## src/rtl/cit_pkg.sv

```systemverilog
// ----------------------------------------------------------------------------
// cit_pkg: shared constants for the cube interior ambiguity test
// Sample width, widths of the intermediate terms, and the register map.
// ----------------------------------------------------------------------------
package cit_pkg;

	localparam int SAMPLE_W = 16;

	// Corner differences and the products built from them.
	localparam int D_W = SAMPLE_W + 1;
	localparam int P_W = 2 * SAMPLE_W + 2;
	localparam int T_W = 2 * SAMPLE_W + 1;
	localparam int Q_W = 2 * SAMPLE_W;

	// Quadratic coefficients a, b, c and the slope check b + 2a.
	localparam int A_W = 2 * SAMPLE_W + 3;
	localparam int B_W = 2 * SAMPLE_W + 3;
	localparam int C_W = 2 * SAMPLE_W + 1;
	localparam int E_W = A_W + 2;

	// Magnitudes split into two halves for the discriminant products.
	localparam int M_W   = 2 * SAMPLE_W + 2;
	localparam int H_W   = SAMPLE_W + 1;
	localparam int PP_W  = 2 * H_W;
	localparam int SQ_W  = 2 * M_W;
	localparam int CMP_W = 2 * M_W + 2;

	// Result and register map.
	localparam int IDX_W   = 8;
	localparam int TB_W    = 4;
	localparam int PADDR_W = 3;
	localparam int PDATA_W = 32;

	localparam logic [TB_W-1:0] TB_RESET = TB_W'(1);
	localparam logic [TB_W-1:0] TB_MIN   = TB_W'(1);
	localparam logic [TB_W-1:0] TB_MAX   = TB_W'(IDX_W);

	localparam logic REG_TEST_BIT = 1'b0;

endpackage

```

## src/rtl/cit_cfg.sv

```systemverilog
// ----------------------------------------------------------------------------
// cit_cfg: configuration register file
// Holds test_bit, written and read over the APB-style port.
// ----------------------------------------------------------------------------
module cit_cfg (
	input  logic                          clk,
	input  logic                          arst_n,
	input  logic                          psel,
	input  logic                          penable,
	input  logic                          pwrite,
	input  logic [cit_pkg::PADDR_W-1:0]   paddr,
	input  logic [cit_pkg::PDATA_W-1:0]   pwdata,
	output logic [cit_pkg::PDATA_W-1:0]   prdata,
	output logic [cit_pkg::TB_W-1:0]      test_bit
);

	logic [cit_pkg::TB_W-1:0] test_bit_q;
	logic                     wr_en;

	assign wr_en = psel && penable && pwrite;

	always_ff @(posedge clk or negedge arst_n) begin
		if (!arst_n) begin
			test_bit_q <= cit_pkg::TB_RESET;
		end else if (wr_en && (paddr[2] == cit_pkg::REG_TEST_BIT)) begin
			test_bit_q <= pwdata[cit_pkg::TB_W-1:0];
		end
	end

	always_comb begin
		unique case (paddr[2])
			cit_pkg::REG_TEST_BIT: begin
				prdata = cit_pkg::PDATA_W'(test_bit_q);
			end
			default: begin
				prdata = '0;
			end
		endcase
	end

	assign test_bit = test_bit_q;

endmodule

```

## config.mk

```make
export PLATFORM = sky130hd
export DESIGN_NAME = cit_cfg
export DESIGN_NICKNAME = d
export VERILOG_FILES = /design/src/rtl/cit_pkg.sv /design/src/rtl/cit_cfg.sv
export SDC_FILE = /design/constraint.sdc
export NUM_CORES = 1
export LEC_CHECK = 0
export ABC_AREA = 1
export BUFFER_PORTS_ARGS = -buffer_cell sky130_fd_sc_hd__buf_2
export CORE_MARGIN = 2
export CORE_UTILIZATION = 29
export CTS_BUF_LIST = sky130_fd_sc_hd__clkbuf_8
export CTS_CLUSTER_DIAMETER = 50
export DETAILED_ROUTE_END_ITERATION = 16
export PLACE_DENSITY = 0.87
export SYNTH_ARGS = -nofsm -noshare
export SYNTH_HDL_FRONTEND = slang
export SYNTH_SLANG_ARGS = --single-unit
```

## constraint.sdc

```tcl
create_clock -name clk -period 1.1 [get_ports clk]
set_input_delay 0.11 -clock clk [delete_from_list [all_inputs] [get_ports clk]]
set_output_delay 0.11 -clock clk [all_outputs]
set_load 0.1 [all_outputs]
```

==> metrics.yaml <==
cp-start-kind: "register"
synthesis.instances: 58
dp_hpwl_um: 647
final.setup.tns_ns: -0.276
synth_seq_cells: 4
io_pins: 76
ys_warn_count: 0
synth_area_leader_cell: "buf_4"
cts-root-buf: "clkbuf_8"
ys_types: 10
finalHoldViolCount: 0
wl_met3_um: 109
tritoncts: "done"
dieArea_mm2: 0.00180
dr_wl_met2_um: 361
postPlaceCellArea_um2: 594
drtAntennaViolNets: 0
drc_errors: 0
antenna_cells: 0
die_h_um: 42.5
synthToLayoutAreaGrowth_pct: 53.6
portBuffers: 17
cts.sinks: 4
fmax_ghz: 0.804
num_rows: 13
clkTransAtPathRegs_ns: 0.03
rsz0062_at_grt: "yes"
ys_top_cells_by_area: "buf_4 (49%), dfrtp_1 (17%), nand2_1 (7.9%)"
via_count: 329
period_minus_slack_ns: 1.24
gp_congestion: 0.755
nNetsFinal: 122
power_density_mw_per_mm2: 2470
outcome: "complete, but fails checks"
drive_gt1_share_pct: 43.2
drt-initial-drc-count: 1
worstSetupEndpointType: "primary output"
core_mm2: 0.00133
violations: "negative setup slack"
post-route-util_pct: 49.4
period_share_pct: 113
seq_area_frac_synth_pct: 23.6
clk_path_buf_depth: 2
cp.arrival_ns: 1.13
antenna_found_initial: 0
first_global_vias: 268
overflow: 0
drt-total-wl_um: 713
skew_ns: 0
fin_ws_ns: -0.144
worstPathMaxFanout: 2
fillCellCount: 138
required_ns: 0.99
leakagePower_uw: 0.000366
grt_max_degree: 6
grt_use_total_pct: 9.63
synth_top_cell_area_share_pct: 49.0
wl_met1_um: 213
grt_pass1_wl_um: 1140
drt_pass1_iterations: 2
setup_viol: 4
die_x_um: 42.5
cap_violations: 0
largest_reg_flops: 4
initial_core_util_pct: 32.2
wl_per_cell_um: 7.43
syn_avg_cell_area_um2: 7.40
slew_violations: 0
fin_area_um2: 659
routed.top_layer: "met4"
numCtsBuffers: 3
hold_ws_ns: 0.112
ir_worst_vdd_uv: 760
hp-class: "input pin to register"
viasPerCell: 3.43
insertion_delay_ns: 0.22
cts_max_level: 1
criticalPathCategory: "register to primary output"
syn_area_um2: 429
metrics by stage:
stage	power (uW)	setup WS, ns	std cells
3_5_place_dp	1300	0.0637	90
2_1_floorplan	1120	-0.360	85
5_1_grt	1680	-0.168	96
4_1_cts	1620	-0.153	95
6_report	1630	-0.144	96
3_3_place_gp	1290	0.0641	90
worst max-delay path, cell delays in order, from the launching register on:
cell     delay (ns)
dfstp_4        0.61
inv_2          0.04
nor2_4         0.09
buf_12         0.18
cell type report:
| class | instances | area, um2 | share of cell area [%] |
|---|---|---|---|
| clock buffers | 3 | 41.3 | 6.26 |
| clock inverters | 1 | 3.75 | 0.569 |
| inverters | 6 | 25.0 | 3.80 |
| multi-input cells | 47 | 226 | 34.3 |
| flip-flops and latches | 4 | 114 | 17.3 |
| well taps | 15 | 18.8 | 2.85 |
| repair buffers | 20 | 230 | 34.9 |
power breakdown:
group	switching, uW	total (uW)	internal, uW
clock	80.6	319	238
sequential	32.8	229	196
combinational	846	1080	233
metal layers:
metal / global-route usage, % / vias to the layer above
met3: 6.90 / 5
met5: 0 / -
li1: - / 160
met4: 9.38 / 0
met2: 14.2 / 28
met1: 8.31 / 136
cells by family (layout without fill, tap and decap cells):
kind of cell	after synthesis	in the layout	share of synthesized area, %
simple gates	19	19	21.3
flops	4	4	23.6
other cells	1	28	0.874
buf+inv	34	30	54.2
repair_timing:
action                                 CTS  global route
buffers inserted                         0             1
resized for setup                        0             1
endpoints found under the hold margin    4             0
pin swaps                                2             1
hold buffers                             1             0
setup endpoints to repair                4             5
layout by cell type (no fill, tap or decap), types with 2 or more instances in the layout:
cell type  instances
buf_12             8
buf_2              9
buf_4              2
clkbuf_8           3
conb_1            28
dfrtp_4            2
inv_1              4
inv_2              2
nand2_1            9
nand3_1            4
nor2_4             5
worst paths after layout:
kind / start / end / slack (ns) / depth (start not counted)
min in group asynchronous: arst_n / test_bit[3] / 0.22 / 2
worst min register to register: test_bit[2] / test_bit[2] / 0.57 / 2
worst max register to register: test_bit[0] / test_bit[0] / 0.22 / 3
worst min-delay path: pwdata[0] / test_bit[0] / 0.11 / 3
max in group asynchronous: arst_n / test_bit[0] / 0.68 / 2
worst max-delay path: test_bit[0] / prdata[0] / -0.14 / 3
synth_stat cells (all sizes together):
master	n
dfstp	1
nand3	4
nand2	10
nor2	5
buf	28
inv	6
dfrtp	3
conb	1
Power figures use the tool's default switching activity.
